`src/hdl/irctok_pkg.sv`:
```
// shared types, constants and parse functions for the irc line tokenizer
package irctok_pkg;

  typedef enum logic [3:0] {
    PH_LINE   = 4'd0,
    PH_TKEY0  = 4'd1,
    PH_TKEY   = 4'd2,
    PH_TVAL   = 4'd3,
    PH_PRE    = 4'd4,
    PH_PFX    = 4'd5,
    PH_PRECMD = 4'd6,
    PH_CMD    = 4'd7,
    PH_PARAM0 = 4'd8,
    PH_MID    = 4'd9,
    PH_TRAIL  = 4'd10
  } phase_t;

  typedef enum logic [2:0] {
    ST_IDLE,
    ST_REPLAY,
    ST_FEED,
    ST_FIN_A,
    ST_FIN_B,
    ST_FLUSH
  } ctl_state_t;

  localparam logic [2:0] KIND_TKEY   = 3'd0;
  localparam logic [2:0] KIND_TVAL   = 3'd1;
  localparam logic [2:0] KIND_PREFIX = 3'd2;
  localparam logic [2:0] KIND_CMD    = 3'd3;
  localparam logic [2:0] KIND_MID    = 3'd4;
  localparam logic [2:0] KIND_TRAIL  = 3'd5;

  localparam logic [7:0] CH_AT     = 8'h40;
  localparam logic [7:0] CH_SEMI   = 8'h3B;
  localparam logic [7:0] CH_EQ     = 8'h3D;
  localparam logic [7:0] CH_COLON  = 8'h3A;
  localparam logic [7:0] CH_SPACE  = 8'h20;
  localparam logic [7:0] CH_BSLASH = 8'h5C;
  localparam logic [7:0] CH_LOW_S  = 8'h73;
  localparam logic [7:0] CH_LOW_R  = 8'h72;
  localparam logic [7:0] CH_LOW_N  = 8'h6E;
  localparam logic [7:0] CH_LOW_A  = 8'h61;
  localparam logic [7:0] CH_LOW_Z  = 8'h7A;
  localparam logic [7:0] CH_CR     = 8'h0D;
  localparam logic [7:0] CH_LF     = 8'h0A;
  localparam logic [7:0] CASE_GAP  = 8'h20;

  typedef struct packed {
    logic [7:0] byte_in;
    logic       byte_valid;
    logic       end_of_line;
  } in_item_t;

  typedef struct packed {
    logic [2:0] field_kind;
    logic [7:0] char_out;
    logic       char_valid;
    logic       field_start;
    logic       line_done;
    logic       pending_overflow;
  } out_item_t;

  typedef struct packed {
    phase_t phase;
    logic   esc;
    logic   open;
    logic   cmd_seen;
  } parse_state_t;

  localparam parse_state_t PST_RESET = '{phase: PH_LINE, esc: 1'b0, open: 1'b0,
                                         cmd_seen: 1'b0};

  typedef struct packed {
    logic       en;
    logic [2:0] kind;
    logic [7:0] ch;
    logic       valid;
    logic       start;
  } token_t;

  typedef struct packed {
    parse_state_t st;
    token_t       tok;
  } feed_result_t;

  typedef struct packed {
    logic latch;
    logic store_crlf;
    logic feed_replay;
    logic feed_main;
    logic fin_a;
    logic fin_b;
    logic flush;
  } ctrl_cmd_t;

  typedef struct packed {
    logic in_crlf;
    logic in_byte_valid;
    logic in_eol;
    logic store_empty;
    logic replay_last;
    logic step_eol;
    logic slot_free;
    logic out_free;
  } dp_status_t;

  function automatic logic [7:0] to_upper(input logic [7:0] c);
    return (c >= CH_LOW_A && c <= CH_LOW_Z) ? c - CASE_GAP : c;
  endfunction

  function automatic logic [7:0] unescape(input logic [7:0] c);
    logic [7:0] r;
    r = c;
    if (c == CH_COLON) r = CH_SEMI;
    else if (c == CH_LOW_S) r = CH_SPACE;
    else if (c == CH_LOW_R) r = CH_CR;
    else if (c == CH_LOW_N) r = CH_LF;
    return r;
  endfunction

  function automatic token_t tok_char(input logic [2:0] kind, input logic [7:0] ch,
                                      input logic open);
    return '{en: 1'b1, kind: kind, ch: ch, valid: 1'b1, start: ~open};
  endfunction

  function automatic token_t tok_mark(input logic [2:0] kind);
    return '{en: 1'b1, kind: kind, ch: 8'd0, valid: 1'b0, start: 1'b1};
  endfunction

  // one character through the parser: next state and at most one token
  function automatic feed_result_t feed_char(input parse_state_t s, input logic [7:0] c);
    feed_result_t r;
    phase_t       ph;
    r.st  = s;
    r.tok = '0;
    ph    = s.phase;
    if (ph == PH_LINE && c == CH_AT) begin
      r.st.phase = PH_TKEY0;
    end else begin
      if (ph == PH_LINE) ph = PH_PRE;
      r.st.phase = ph;
      case (ph)
        PH_TKEY0: begin
          if (c == CH_SEMI) begin
            r.st.phase = PH_TKEY0;
          end else if (c == CH_EQ) begin
            r.tok      = tok_mark(KIND_TKEY);
            r.st.open  = 1'b0;
            r.st.phase = PH_TVAL;
          end else if (c == CH_SPACE) begin
            r.st.phase = PH_PRE;
          end else begin
            r.tok      = tok_char(KIND_TKEY, c, 1'b0);
            r.st.open  = 1'b1;
            r.st.phase = PH_TKEY;
          end
        end
        PH_TKEY: begin
          if (c == CH_SEMI) begin
            r.tok      = tok_mark(KIND_TVAL);
            r.st.phase = PH_TKEY0;
          end else if (c == CH_EQ) begin
            r.st.open  = 1'b0;
            r.st.phase = PH_TVAL;
          end else if (c == CH_SPACE) begin
            r.tok      = tok_mark(KIND_TVAL);
            r.st.phase = PH_PRE;
          end else begin
            r.tok     = tok_char(KIND_TKEY, c, s.open);
            r.st.open = 1'b1;
          end
        end
        PH_TVAL: begin
          if (s.esc) begin
            r.st.esc  = 1'b0;
            r.st.open = 1'b1;
            if (c != CH_SEMI && c != CH_SPACE) begin
              r.tok = tok_char(KIND_TVAL, unescape(c), s.open);
            end else begin
              // lone backslash before a separator stays literal
              r.tok      = tok_char(KIND_TVAL, CH_BSLASH, s.open);
              r.st.phase = (c == CH_SEMI) ? PH_TKEY0 : PH_PRE;
            end
          end else if (c == CH_SEMI || c == CH_SPACE) begin
            if (!s.open) r.tok = tok_mark(KIND_TVAL);
            r.st.phase = (c == CH_SEMI) ? PH_TKEY0 : PH_PRE;
          end else if (c == CH_BSLASH) begin
            r.st.esc = 1'b1;
          end else begin
            r.tok     = tok_char(KIND_TVAL, c, s.open);
            r.st.open = 1'b1;
          end
        end
        PH_PRE: begin
          if (c == CH_SPACE) begin
            r.st.phase = PH_PRE;
          end else if (c == CH_COLON) begin
            r.st.open  = 1'b0;
            r.st.phase = PH_PFX;
          end else begin
            r.tok         = tok_char(KIND_CMD, to_upper(c), 1'b0);
            r.st.open     = 1'b1;
            r.st.cmd_seen = 1'b1;
            r.st.phase    = PH_CMD;
          end
        end
        PH_PFX: begin
          if (c == CH_SPACE) begin
            if (!s.open) r.tok = tok_mark(KIND_PREFIX);
            r.st.phase = PH_PRECMD;
          end else begin
            r.tok     = tok_char(KIND_PREFIX, c, s.open);
            r.st.open = 1'b1;
          end
        end
        PH_PRECMD: begin
          if (c != CH_SPACE) begin
            r.tok         = tok_char(KIND_CMD, to_upper(c), 1'b0);
            r.st.open     = 1'b1;
            r.st.cmd_seen = 1'b1;
            r.st.phase    = PH_CMD;
          end
        end
        PH_CMD: begin
          if (c == CH_SPACE) begin
            r.st.phase = PH_PARAM0;
          end else begin
            r.tok     = tok_char(KIND_CMD, to_upper(c), s.open);
            r.st.open = 1'b1;
          end
        end
        PH_PARAM0: begin
          if (c == CH_SPACE) begin
            r.st.phase = PH_PARAM0;
          end else if (c == CH_COLON) begin
            r.st.open  = 1'b0;
            r.st.phase = PH_TRAIL;
          end else begin
            r.tok      = tok_char(KIND_MID, c, 1'b0);
            r.st.open  = 1'b1;
            r.st.phase = PH_MID;
          end
        end
        PH_MID: begin
          if (c == CH_SPACE) begin
            r.st.phase = PH_PARAM0;
          end else begin
            r.tok     = tok_char(KIND_MID, c, s.open);
            r.st.open = 1'b1;
          end
        end
        default: begin
          r.tok      = tok_char(KIND_TRAIL, c, s.open);
          r.st.open  = 1'b1;
          r.st.phase = PH_TRAIL;
        end
      endcase
    end
    return r;
  endfunction

  // closing mark, or held backslash, of the field that is open at line end
  function automatic token_t finish_field(input parse_state_t s);
    token_t t;
    t = '0;
    case (s.phase)
      PH_TKEY: t = tok_mark(KIND_TVAL);
      PH_TVAL: begin
        if (s.esc) t = tok_char(KIND_TVAL, CH_BSLASH, s.open);
        else if (!s.open) t = tok_mark(KIND_TVAL);
      end
      PH_PFX:   if (!s.open) t = tok_mark(KIND_PREFIX);
      PH_TRAIL: if (!s.open) t = tok_mark(KIND_TRAIL);
      default:  t = '0;
    endcase
    return t;
  endfunction

  function automatic token_t finish_command(input parse_state_t s);
    return s.cmd_seen ? token_t'('0) : tok_mark(KIND_CMD);
  endfunction

endpackage

```
`src/hdl/irctok_ctrl.sv`:
```
// sequencing state machine: accept, replay, feed, finish and flush steps
module irctok_ctrl
  import irctok_pkg::*;
(
  input  logic       clk,
  input  logic       rst,
  input  logic       in_valid,
  output logic       in_ready,
  input  dp_status_t status,
  output ctrl_cmd_t  cmd
);

  ctl_state_t state, state_next;

  always_ff @(posedge clk) begin
    if (rst) begin
      state <= ST_IDLE;
    end else begin
      state <= state_next;
    end
  end

  always_comb begin
    state_next = state;
    cmd        = '0;
    in_ready   = 1'b0;
    case (state)
      ST_IDLE: begin
        in_ready = 1'b1;
        if (in_valid) begin
          if (status.in_crlf && !status.in_eol) begin
            cmd.store_crlf = 1'b1;
          end else begin
            cmd.latch = 1'b1;
            if (status.in_byte_valid && !status.in_crlf) begin
              state_next = status.store_empty ? ST_FEED : ST_REPLAY;
            end else if (status.in_eol) begin
              state_next = ST_FIN_A;
            end
          end
        end
      end
      ST_REPLAY: begin
        if (status.slot_free) begin
          cmd.feed_replay = 1'b1;
          if (status.replay_last) state_next = ST_FEED;
        end
      end
      ST_FEED: begin
        if (status.slot_free) begin
          cmd.feed_main = 1'b1;
          state_next    = status.step_eol ? ST_FIN_A : ST_FLUSH;
        end
      end
      ST_FIN_A: begin
        if (status.slot_free) begin
          cmd.fin_a  = 1'b1;
          state_next = ST_FIN_B;
        end
      end
      ST_FIN_B: begin
        if (status.slot_free) begin
          cmd.fin_b  = 1'b1;
          state_next = ST_FLUSH;
        end
      end
      ST_FLUSH: begin
        if (status.out_free) begin
          cmd.flush  = 1'b1;
          state_next = ST_IDLE;
        end
      end
      default: state_next = ST_IDLE;
    endcase
  end

endmodule

```
`src/hdl/irctok_dp.sv`:
```
// parser state, cr/lf store, one-beat hold stage and output register
module irctok_dp
  import irctok_pkg::*;
#(
  parameter int CRLF_DEPTH = 8
) (
  input  logic       clk,
  input  logic       rst,
  input  in_item_t   in_data,
  input  logic       out_ready,
  output logic       out_valid,
  output out_item_t  out_data,
  input  ctrl_cmd_t  cmd,
  output dp_status_t status
);

  localparam int CAP   = (CRLF_DEPTH < 1) ? 1 : ((CRLF_DEPTH > 9) ? 9 : CRLF_DEPTH);
  localparam int CNT_W = $clog2(CAP + 1);
  localparam int IDX_W = (CAP > 1) ? $clog2(CAP) : 1;

  parse_state_t   pst;
  logic [CAP-1:0] crlf_store;
  logic [CNT_W-1:0] crlf_count;
  logic           run_overflow;
  logic [7:0]     step_byte;
  logic           step_eol;
  logic           step_flag;
  logic           hold_valid;
  out_item_t      hold;
  out_item_t      out_r;

  logic         in_crlf;
  logic         in_plain;
  logic [7:0]   feed_byte;
  feed_result_t fr;
  token_t       tok;
  logic         work;
  logic         out_free;
  logic         slot_free;
  logic         out_load;
  out_item_t    new_item;

  assign in_crlf  = in_data.byte_valid &&
                    (in_data.byte_in == CH_CR || in_data.byte_in == CH_LF);
  assign in_plain = in_data.byte_valid && !in_crlf;

  // stored run replays oldest first from bit 0, lf held as one
  assign feed_byte = cmd.feed_replay ? (crlf_store[0] ? CH_LF : CH_CR) : step_byte;
  assign fr        = feed_char(pst, feed_byte);

  always_comb begin
    tok = '0;
    if (cmd.feed_replay || cmd.feed_main) tok = fr.tok;
    else if (cmd.fin_a) tok = finish_field(pst);
    else if (cmd.fin_b) tok = finish_command(pst);
  end

  assign work      = cmd.feed_replay || cmd.feed_main || cmd.fin_a || cmd.fin_b;
  assign out_free  = !out_valid || out_ready;
  assign slot_free = !hold_valid || out_free;
  assign out_load  = (work && tok.en && hold_valid) || (cmd.flush && (hold_valid || step_eol));

  assign new_item = '{field_kind: tok.kind, char_out: tok.ch, char_valid: tok.valid,
                      field_start: tok.start, line_done: 1'b0,
                      pending_overflow: step_flag};

  assign status = '{in_crlf: in_crlf, in_byte_valid: in_data.byte_valid,
                    in_eol: in_data.end_of_line, store_empty: (crlf_count == '0),
                    replay_last: (crlf_count == CNT_W'(1)), step_eol: step_eol,
                    slot_free: slot_free, out_free: out_free};

  always_ff @(posedge clk) begin
    if (rst) begin
      pst          <= PST_RESET;
      crlf_store   <= '0;
      crlf_count   <= '0;
      run_overflow <= 1'b0;
      step_eol     <= 1'b0;
      step_flag    <= 1'b0;
      hold_valid   <= 1'b0;
      out_valid    <= 1'b0;
    end else begin
      if (out_load) begin
        out_valid <= 1'b1;
      end else if (out_ready) begin
        out_valid <= 1'b0;
      end

      if (cmd.latch) begin
        step_byte <= in_data.byte_in;
        step_eol  <= in_data.end_of_line;
        step_flag <= in_plain && run_overflow;
        if (in_plain) run_overflow <= 1'b0;
      end

      if (cmd.store_crlf) begin
        if (crlf_count < CNT_W'(CAP)) begin
          crlf_store[crlf_count[IDX_W-1:0]] <= (in_data.byte_in == CH_LF);
          crlf_count <= crlf_count + CNT_W'(1);
        end else begin
          run_overflow <= 1'b1;
        end
      end

      if (cmd.feed_replay) begin
        crlf_store <= crlf_store >> 1;
        crlf_count <= crlf_count - CNT_W'(1);
      end

      if (cmd.feed_replay || cmd.feed_main) pst <= fr.st;

      // a new beat pushes the held one out, so the last beat can take line_done
      if (work && tok.en) begin
        if (hold_valid) begin
          out_r <= hold;
        end
        hold       <= new_item;
        hold_valid <= 1'b1;
      end

      if (cmd.flush) begin
        if (hold_valid) begin
          out_r <= '{field_kind: hold.field_kind, char_out: hold.char_out,
                     char_valid: hold.char_valid, field_start: hold.field_start,
                     line_done: step_eol, pending_overflow: hold.pending_overflow};
          hold_valid <= 1'b0;
        end else if (step_eol) begin
          out_r <= '{field_kind: KIND_TKEY, char_out: 8'd0, char_valid: 1'b0,
                     field_start: 1'b0, line_done: 1'b1, pending_overflow: step_flag};
        end
        if (step_eol) begin
          pst          <= PST_RESET;
          crlf_store   <= '0;
          crlf_count   <= '0;
          run_overflow <= 1'b0;
        end
      end
    end
  end

  assign out_data = out_r;

endmodule

```
`src/hdl/irc_line_tokenizer_top.sv`:
```
// irc line tokenizer: one byte in, zero or more field-tagged characters out
// a plain byte is latched, fed into the hold stage and moved to the output register
//   at flush; steps: replay per held cr/lf, feed, fin_a and fin_b at line end, flush;
//   other line ends go straight to fin_a; a new item is taken only in idle
// output stalls hold the sequencer once the hold stage and output register are full
// reset: synchronous, clears parser state, cr/lf store and both output stages
module irc_line_tokenizer_top
  import irctok_pkg::*;
#(
  parameter int CRLF_DEPTH = 8
) (
  input  logic      clk,
  input  logic      rst,
  input  logic      in_valid,
  output logic      in_ready,
  input  in_item_t  in_data,
  output logic      out_valid,
  input  logic      out_ready,
  output out_item_t out_data
);

  ctrl_cmd_t  cmd;
  dp_status_t status;

  irctok_ctrl u_ctrl (
    .clk      (clk),
    .rst      (rst),
    .in_valid (in_valid),
    .in_ready (in_ready),
    .status   (status),
    .cmd      (cmd)
  );

  irctok_dp #(
    .CRLF_DEPTH (CRLF_DEPTH)
  ) u_dp (
    .clk       (clk),
    .rst       (rst),
    .in_data   (in_data),
    .out_ready (out_ready),
    .out_valid (out_valid),
    .out_data  (out_data),
    .cmd       (cmd),
    .status    (status)
  );

endmodule

```
`config.mk`:
```
export PLATFORM = sky130hd
export DESIGN_NAME = irc_line_tokenizer_top
export DESIGN_NICKNAME = d
export VERILOG_FILES = /design/src/hdl/irctok_pkg.sv /design/src/hdl/irctok_ctrl.sv /design/src/hdl/irctok_dp.sv /design/src/hdl/irc_line_tokenizer_top.sv
export SDC_FILE = /design/constraint.sdc
export NUM_CORES = 1
export LEC_CHECK = 0
export BUFFER_PORTS_ARGS = -buffer_cell sky130_fd_sc_hd__buf_2
export CORE_ASPECT_RATIO = 1.1
export CORE_MARGIN = 2
export CORE_UTILIZATION = 50
export DETAILED_ROUTE_END_ITERATION = 6
export PLACE_DENSITY = 0.68
export REMOVE_ABC_BUFFERS = 1
export SLEW_MARGIN = 10
export SYNTH_ARGS = -nofsm -noshare
export SYNTH_HDL_FRONTEND = slang
export SYNTH_SLANG_ARGS = --single-unit
```
`constraint.sdc`:
```
create_clock -name clk -period 3.4 [get_ports clk]
set_input_delay 0.17 -clock clk [delete_from_list [all_inputs] [get_ports clk]]
set_output_delay 0.17 -clock clk [all_outputs]
set_load 0.01 [all_outputs]
```
======== Word-level counts from Yosys, hierarchy flattened ========
Index checks and enable logic that the tools add are counted.
cells by class
  bitwise logic cells ..................... 2
  reduce and logical (&&, ||, !) cells .... 34
  eq/ne operators ......................... 41
  $lt $le $gt $ge ......................... 5
  add/subtract/negate cells ............... 3
  muxes and demuxes ....................... 125
operator list
  operator                                                          count
  14-bit two-way mux                                                21
  14-bit one-hot mux with 9 select lines                            1
  15-bit two-way mux                                                6
  8-bit two-way mux                                                 11
  4-bit two-way mux                                                 20
  14-bit one-hot mux with 4 select lines                            1
  3-bit two-way mux                                                 14
  8-bit by 7-bit == test with 1-bit output (second input constant)  5
  8-bit by 6-bit == test with 1-bit output (second input constant)  4
  16-bit two-way mux                                                2
  4-bit one-hot mux with 8 select lines                             1
  1-bit two-way mux                                                 30
  7-bit two-way mux                                                 3
  4-bit by 3-bit == test with 1-bit output (second input constant)  5
  3-bit one-hot mux with 6 select lines                             1
  17-bit two-way mux                                                1
  4-bit by 2-bit == test with 1-bit output (second input constant)  4
  8-bit by 4-bit == test with 1-bit output (second input constant)  2
  8-bit by 6-bit != test with 1-bit output (second input constant)  2
  4-bit == test (second input constant)                             3
  2-bit two-way mux                                                 6
  1-bit logical AND                                                 11
  11-bit two-way mux                                                1
  10-bit two-way mux                                                1
  other kinds (30)                                                  54
word-level totals
  bits in registers ....................... 64
  logic and storage cells ................. 234

======== Logic depth before layout (Yosys ltp) ========
Gate-level depths: netlist of the first run.
  depth in word-level cells ............... 21
  depth in mapped cells ................... 10

======== By module ========
From an unflattened synthesis of the first run, not the netlist that was laid out.
second synthesis, totals
  cell total of the unflattened synthesis .. 547
  area total of the unflattened synthesis .. 4526.8 um2
modules (own cells, without submodules)
  module       area an instance (um2)  seq. area each (um2)  cells each  times used
  irctok_dp    4167.7                  1591.5                500         1
  irctok_ctrl  359.1                   60.1                  47          1

======== Worst setup path after synthesis of the first run ========
Ideal clock, no wire load.
  kind .................................... reg-to-reg
  from .................................... register u_dp.hold_valid
  to ...................................... register u_dp.hold[0] (netlist bit) (enable)
  data arrival time ....................... 2.440 ns
  required time ........................... 3.016 ns
  slack ................................... 0.576 ns
  stages on the path, launching flop included .. 10
  period minus slack after synthesis ...... 2.824 ns
  cells stage by stage .................... dfxtp_1 -> buf_6 -> and3b_1 -> buf_6 -> or3_4 -> buf_6 -> a41o_4 -> a31o_4 -> nor2b_1 -> nor2_1
on the way
  longest elaborated chain between the ends .. 14
  elaborated cells between the ends (all ways) .. 43
  classes of those cells .................. 7 x eq/ne; 27 x mux; 9 x reduce/logical
ends and longest elaborated chain
  item                                                                    RTL line                              RTL
  from (decl)                                                             irctok_dp.sv:28                       logic hold_valid;
  from (signal assigned)                                                  irctok_dp.sv:80                       hold_valid <= 1'b0;
  from (signal assigned)                                                  irctok_dp.sv:118                      hold_valid <= 1'b1;
  from (signal assigned)                                                  irctok_dp.sv:126                      hold_valid <= 1'b0;
  1-bit logical NOT (*)                                                   irctok_dp.sv:60                       assign slot_free = !hold_valid || out_free;
  1-bit logical OR (*)                                                    irctok_dp.sv:60
  1-bit two-way mux (*)                                                   --
  1-bit two-way mux                                                       irctok_ctrl.sv:27                     case (state)
  8-bit two-way mux                                                       irctok_dp.sv:48                       assign feed_byte = cmd.feed_replay ? (crlf_store[0] ? CH_LF : CH_CR) : step_byte;
  8-bit by 7-bit == test with 1-bit output, or another cell as far along  irctok_pkg.sv:188                     end else if (c == CH_BSLASH) begin
  14-bit two-way mux, or another cell as far along                        irctok_pkg.sv:188
  14-bit two-way mux, on equally long branches                            irctok_pkg.sv:185, irctok_pkg.sv:147
  14-bit two-way mux, on equally long branches                            irctok_pkg.sv:175, irctok_pkg.sv:145
  14-bit one-hot mux with 9 select lines                                  irctok_pkg.sv:143                     case (ph)
  17-bit two-way mux                                                      irctok_pkg.sv:138                     if (ph == PH_LINE && c == CH_AT) begin
  14-bit two-way mux                                                      irctok_dp.sv:53                       if (cmd.feed_replay || cmd.feed_main) tok = fr.tok;
  1-bit logical AND (*)                                                   irctok_dp.sv:113                      if (work && tok.en) begin
  2-bit AND reduction (no line) (*)                                       --
  to (signal assigned)                                                    irctok_dp.sv:117                      hold <= new_item;
  to (decl)                                                               irctok_dp.sv:29                       out_item_t hold;
Every way passes the cells marked *; elsewhere a longest branch is shown, timed or not.
A chain may end at the register's enable or synchronous reset.

======== Final worst setup path of the first run ========
  from .................................... register u_dp.step_byte[7]
  to ...................................... register u_dp.out_r (netlist bit u_dp.out_data[3]), data pin
on the way
  longest elaborated chain between the ends .. 13
  elaborated cells between the ends (all ways) .. 34
  classes of those cells .................. 7 x eq/ne; 24 x mux; 3 x reduce/logical
ends and longest elaborated chain
  item                                                                    RTL line                              RTL
  from (decl)                                                             irctok_dp.sv:25                       logic [7:0] step_byte;
  from (signal assigned)                                                  irctok_dp.sv:90                       step_byte <= in_data.byte_in;
  8-bit two-way mux (*)                                                   irctok_dp.sv:48
  8-bit by 7-bit == test with 1-bit output, or another cell as far along  irctok_pkg.sv:188
  14-bit two-way mux, or another cell as far along                        irctok_pkg.sv:188
  14-bit two-way mux, on equally long branches                            irctok_pkg.sv:185, irctok_pkg.sv:147
  14-bit two-way mux, on equally long branches                            irctok_pkg.sv:175, irctok_pkg.sv:145
  14-bit one-hot mux with 9 select lines                                  irctok_pkg.sv:143
  17-bit two-way mux (*)                                                  irctok_pkg.sv:138
  14-bit two-way mux (*)                                                  irctok_dp.sv:53
  1-bit logical AND (*)                                                   irctok_dp.sv:113
  15-bit two-way mux (*)                                                  irctok_dp.sv:113
  15-bit two-way mux                                                      irctok_dp.sv:127                      end else if (step_eol) begin
  15-bit two-way mux                                                      irctok_dp.sv:122                      if (hold_valid) begin
  15-bit two-way mux (*)                                                  irctok_dp.sv:121                      if (cmd.flush) begin
  to (signal assigned)                                                    irctok_dp.sv:115                      out_r <= hold;
  to (signal assigned)                                                    irctok_dp.sv:123                      out_r <= '{field_kind: hold.field_kind, char_out: hold.char_out,
  to (signal assigned)                                                    irctok_dp.sv:128                      out_r <= '{field_kind: KIND_TKEY, char_out: 8'd0, char_valid: 1'b0,
  to (decl)                                                               irctok_dp.sv:30                       out_item_t out_r;
Marked as above.

==> results of run 1 <==
## worst paths after layout
kind / from / endpoint / slack [ps] / cells after the start
worst max-delay path: u_dp.step_byte[7]$_DFFE_PP_ / u_dp.out_data[3]$_DFFE_PN_ / 440 / 8
worst min-delay path: in_data[9] / u_dp.step_byte[7]$_DFFE_PP_ / 20 / 1
worst max register to register: u_dp.step_byte[7]$_DFFE_PP_ / u_dp.out_data[3]$_DFFE_PN_ / 440 / 8
worst min register to register: u_dp.crlf_store[6]$_SDFF_PP0_ / u_dp.crlf_store[5]$_SDFF_PP0_ / 480 / 2
## final cells by class
cell class | instances | share of cell area [%]
Clock buffer | 12 | 3.45
Clock inverter | 4 | 0.545
Inverter | 8 | 0.623
Multi-Input combinational cell | 384 | 50.5
Sequential cell | 64 | 34.2
Tap cell | 111 | 2.88
Timing Repair Buffer | 60 | 7.78
## cell usage after synthesis, types with 3 or more instances
library cell	number	area, um2
nor3_1	17	85.1
clkbuf_1	25	93.8
nand2b_1	6	37.5
nand3_1	17	85.1
nand4_1	7	43.8
a22oi_1	5	37.5
o21ai_0	22	110
a31o_1	10	87.6
a211oi_1	8	60.1
a31oi_1	5	31.3
a21oi_1	34	170
a311oi_1	4	35.0
o2111ai_1	4	35.0
o211ai_1	8	60.1
and2_1	6	37.5
a31o_2	3	26.3
inv_1	7	26.3
nor3b_1	5	37.5
o21a_1	20	150
and3b_1	4	35.0
o22ai_1	6	37.5
nor2b_1	6	37.5
buf_6	5	56.3
dfxtp_1	27	541
buf_1	3	11.3
mux2i_1	10	100
ha_1	3	37.5
a221oi_1	6	52.6
o31ai_1	4	30.0
nor2_1	54	203
edfxtp_1	37	1110
nor4b_1	5	43.8
nand2_1	45	169
nor4_1	5	31.3
## logic make-up (layout without fill, tap and decap cells)
| family | count (synthesis) | after routing |
|---|---|---|
| XOR/XNOR | 3 | 3 |
| buffers and inverters | 45 | 84 |
| AO/OA/AOI/OAI | 170 | 170 |
| adder cells (fa/ha/maj) | 3 | 3 |
| flip-flops | 64 | 64 |
| multiplexers | 10 | 10 |
| AND/OR/NAND/NOR | 198 | 198 |
## worst max-delay path, delay by kind of cell, from the launching register on
kind | cells | cell delay (ps)
and+or+nand+nor | 1 | 290
AOI/OAI and AO/OA | 6 | 1750
buffers and inverters | 1 | 210
DFF | 1 | 470
## registers in the layout, summed over array words and instances (netlist names), 3 cells and up
name             count
u_dp.out_data       15
u_dp.hold           14
u_dp.crlf_store      8
u_dp.step_byte       8
u_dp.pst             7
u_dp.crlf_count      4
u_ctrl.state         3
## routing by layer
metal	up-vias	part of all wire [%]	global-route usage, %
li1	1962	-	-
met1	1975	43	36.6
met2	189	47	44.8
met3	33	6.6	3.94
met4	0	3.4	12.3
met5	-	0	0
## where the power goes
part | internal, uW | total (uW) | switching [uW]
Combinational | 746 | 1820 | 1080
Clock | 328 | 650 | 321
Sequential | 1130 | 1340 | 212
Total | 2210 | 3810 | 1610
## metrics by stage
step | utilization (%) | std cells | power, uW | setup slack [ps]
2_1_floorplan | - | 456 | 2520 | 288
3_3_place_gp | 55.4 | 627 | 3110 | 532
3_5_place_dp | 55.4 | 627 | 3140 | 491
4_1_cts | 57.7 | 643 | 3790 | 480
5_1_grt | 57.7 | 643 | 4050 | 380
6_report | 57.7 | 643 | 3810 | 442
==> results.yml, run 1 <==
sta:
  period_share_pct: 87.0
  fin_crit_ps: 2960
  timing.hold.ws_ps: 17.5
  setup_viol_count_final: 0
  maxSlewHeadroom_pct: 47.4
  fmax_ghz: 0.338
  drv_slew: 0
  finalHoldViolations: 0
  skew_ps: 11.5
  setup_tns_ps: 0
  worst_pin_slew_ps: 777
  rsz0062_at_grt: "no"
die:
  fp.coreArea_mm2: 0.00836
  io_pins: 31
  die-width_um: 92.4
  die_h_um: 101
  initial_core_util_pct: 51.4
  die-area_mm2: 0.00935
  rows: 35
worst_setup_path:
  end_kind: "flop"
  crit_required_ps: 3500
  cp.arrival_ps: 3050
  critPathLaunchType: "flop"
  crit_type: "reg2reg"
  slowest_delay_ps: 540
  crit_chain: "or2_1 -> a211o_1 -> o31ai_1 -> a21boi_2 -> a311oi_2 -> buf_4 -> o21a_1 -> a31o_2"
  crit_path_max_fanout: 14
  cp_slowest_cell: "o31ai_1"
clocking:
  cts_buffer_depth: 2
  ctsResizeCount: 0
  cts_tree: "built"
  cts_hold_buf: 0
  post-cts-setup-buffers: 0
  cts_made_buffers: 9
  cts-htree-levels: 3
  cts_root_buf: "clkbuf_8"
  clkTransAtPathRegs_ps: 70
  cts.sinks: 64
  clock_latency_ps: 340
logic_synthesis:
  synth_xor_area_share_pct: 0.611
  synth_area_mm2: 0.00430
  synth_simple_gate_area_share_pct: 24.0
  synth_cell_types: 76
  syn_inst: 493
  synthAdderAreaFrac_pct: 0.873
  synth_flop_cell: "edfxtp_1"
  synth.ff_latch_count: 64
  ys_seq_area_share_pct: 38.4
  synth_top_family_by_area: "compound AO/OA/AOI/OAI gates"
  synth_edf_count: 37
  async_flop_share_pct: 0
  synth_compound_area_share_pct: 28.9
  postSynthAreaPerCell_um2: 8.72
  synthMuxAreaShare_pct: 2.33
  ys_warn_count: 0
finish:
  final_common_cell: "nor2_1"
  fillers: 776
  multi_input_area_mm2: 0.00243
  nets: 544
  most-common-layout-cells: "54 x nor2_1, 45 x nand2_1, 37 x edfxtp_1"
  antenna_cells: 0
  regArea_mm2: 0.00165
  fin_area_mm2: 0.00482
  drive_gt1_share_pct: 17.9
  syn_to_final_growth_pct: 12.2
drt:
  routed_via_density: 6.47
  final_antenna_net_count: 0
  wl_per_cell_um: 19.7
  first_pass_iters: 5
  totalWireLength_mm: 12.7
  route.detailed.drc: 0
  vias: 4159
  drt-initial-drc-count: 458
power:
  power.density_mw_per_mm2: 791
  ir_drop_mv: 0.286
  leakage_uw: 0.00178
placement:
  placed_area_mm2: 0.00463
  gp_congestion: 0.998
  port_buffers: 30
  dpl.hpwl_mm: 9.34
hold_path:
  hold_class: "in2reg"
flow_run:
  max-cap-violations: 0
global_route:
  grt_pass1_vias: 3849
  grt_max_degree: 20
  grtUsageTotal_pct: 27.5
  grt_remaining_overflow: 0
  antenna_found_initial: 0
  grt_pass1_wl_mm: 20.2
outcome:
  outcome: "completed"
Power figures use the tool's default switching activity.
==> run 2, diff against run 1 <==
CAP_MARGIN = 40   (was not set)
PLACE_DENSITY = 0.71   (was 0.68)
clock period = 2.7 ns   (was 3.4 ns; I/O delays follow)
==> results.yml, run 2 (synthesis gave the netlist of run 1 again) <==
outcome:
  outcome: "completed"
sta:
  setup_viol_count_final: 0
  final.setup.worst_slack_ps: 85.4
  setup_tns_ps: 0
  rsz0062_at_grt: "no"
  finalHoldViolations: 0
  drv_slew: 0
  fmax_ghz: 0.382
  period_share_pct: 96.8
  worst_pin_slew_ps: 803
  maxSlewHeadroom_pct: 45.7
  skew_ps: 11.6
  fin_crit_ps: 2610
worst_setup_path:
  critPathLaunchType: "flop"
  reg2reg_slack_ps: 90
  cp.arrival_ps: 2720
  crit_family: "compound AO/OA/AOI/OAI gates"
  r2r-end: "u_dp.out_data[3]$_DFFE_PN_"
  crit_chain: "or2_1 -> a211o_1 -> o31ai_4 -> a21boi_4 -> a311oi_2 -> buf_4 -> o21a_1 -> a31o_2"
  reg2reg_depth: 8
  crit_path_max_fanout: 14
  cp_num_buf_inv: 1
  cp_slowest_cell: "a211o_1"
  end_kind: "flop"
  rr_startpoint: "u_dp.step_byte[6]$_DFFE_PP_"
  crit_type: "reg2reg"
  crit_required_ps: 2800
  slowest_delay_ps: 400
global_route:
  antenna_found_initial: 0
  grt_remaining_overflow: 0
  grtUsageTotal_pct: 27.9
  grt_max_degree: 24
  grt_pass1_wl_mm: 20.4
  grt_pass1_vias: 4092
finish:
  drive_gt1_share_pct: 23.9
  nets: 589
  regArea_mm2: 0.00165
  finalCoreUtilization_pct: 62.6
  syn_to_final_growth_pct: 21.8
  final_cell_count_no_fill: 688
  largest_reg_flops: 15
  antenna_cells: 0
  final_common_cell: "buf_4"
  multi_input_area_mm2: 0.00250
  fillers: 736
  most-common-layout-cells: "67 x buf_4, 54 x nor2_1, 45 x nand2_1"
power:
  power_switching_uw: 2070
  power.density_mw_per_mm2: 951
  ir_drop_mv: 0.404
  switching_share_pct: 41.7
  p_int_uw: 2900
  leakage_uw: 0.00201
  p_comb_share_pct: 51.2
  seq_power_share_pct: 33.3
  clockPowerShare_pct: 15.5
drt:
  final_antenna_net_count: 0
  wl_per_cell_um: 18.7
  vias: 4346
  routed_via_density: 6.32
  first_pass_iters: 6
  route.detailed.drc: 0
  drt-initial-drc-count: 496
  totalWireLength_mm: 12.9
flow_run:
  max-cap-violations: 0
clocking:
  cts-htree-levels: 3
  clock_latency_ps: 350
  cts_buffer_depth: 2
  cts_made_buffers: 9
  cts.sinks: 64
  clkTransAtPathRegs_ps: 80
  cts_root_buf: "clkbuf_8"
  cts_tree: "built"
placement:
  gp_congestion: 0.942
  dpl.hpwl_mm: 9.45
  port_buffers: 30
  pre_cts_ws_ps: 51.3
  dp.cells: 663
hold_path:
  hold_class: "in2reg"
  hold_start: "in_data[0]"
  min_to: "u_dp.step_eol$_SDFFE_PP0P_"
  hold_path_depth: 3
die:
  rows: 35
  fp.coreArea_mm2: 0.00836
  die-width_um: 92.4
  initial_core_util_pct: 51.4
  die_h_um: 101
  die-area_mm2: 0.00935
  io_pins: 31
## run 2: cell types whose count changed in the layout (fill, tap and decap cells not counted), sizes merged
cell,previous run,this run
inv,7,9
dlygate4sd3,0,8
clkbuf,12,10
buf,60,97
## run 2: worst max-delay path by stage
stage	end	cells after the start	start	slack [ps]
after floorplan	u_dp.hold[0]$_DFFE_PP_	7	u_ctrl.state[0]$_SDFFE_PP0P_	-410
after global routing	u_dp.pst[1]$_SDFF_PP0_	8	u_dp.hold_valid$_SDFF_PP0_	2
after CTS	u_dp.out_data[3]$_DFFE_PN_	8	u_dp.step_byte[6]$_DFFE_PP_	40
final	u_dp.out_data[3]$_DFFE_PN_	8	u_dp.step_byte[6]$_DFFE_PP_	90
after global placement	u_dp.out_data[2]$_DFFE_PN_	8	u_dp.step_byte[6]$_DFFE_PP_	40
after detailed placement	u_dp.out_data[3]$_DFFE_PN_	8	u_dp.step_byte[6]$_DFFE_PP_	50
## run 2: final cells by class
class / count / share of cell area [%]
multi-input combinational: 384 / 47.8
sequential: 64 / 31.5
timing repair buffer: 105 / 14.0
tap: 111 / 2.65
clock buffer: 10 / 2.63
clock inverter: 6 / 0.813
inverter: 8 / 0.574
## run 2: worst register-to-register path, cell delays in order, from the launching register on
cell and delay (ps):
edfxtp_1 380, or2_1 310, a211o_1 400, o31ai_4 320
a21boi_4 240, a311oi_2 110, buf_4 200, o21a_1 200
a31o_2 210
## run 2: metal layers
metal / up-vias / wire, um / GRT usage, %
met3: 37 / 758 / 3.87
met2: 209 / 6350 / 48.1
met5: - / 0 / 0
met1: 2053 / 5350 / 35.1
li1: 2047 / - / -
met4: 0 / 394 / 12.4
## run 2: per-stage QoR
| stage | hold slack [ps] | cell area (um2) | power [uW] |
|---|---|---|---|
| 6_report | 96.3 | 5240 | 4980 |
| 5_1_grt | 101 | 5240 | 5300 |
| 4_1_cts | 72.2 | 5160 | 4920 |
| 3_5_place_dp | 329 | 4900 | 4120 |
| 3_3_place_gp | 329 | 4900 | 4070 |
| 2_1_floorplan | 204 | 4120 | 3170 |
## run 2: power by group through the flow
| stage | combinational, uW | sequential [uW] | clock, uW |
|---|---|---|---|
| 3_5_place_dp | 2450 | 1670 | 0 |
| 6_report | 2550 | 1660 | 772 |
| 4_1_cts | 2470 | 1650 | 798 |
| 3_3_place_gp | 2420 | 1650 | 0 |
| 2_1_floorplan | 1410 | 1760 | 0 |
| 5_1_grt | 2770 | 1700 | 830 |
## run 2: repair_timing
| action | in CTS | in global routing |
|---|---|---|
| setup buffers | 0 | 1 |
| hold buffers | 8 | 0 |
| setup endpoints to repair | 0 | 28 |
| resized for setup | 0 | 11 |
| endpoints found under the hold margin | 8 | 0 |
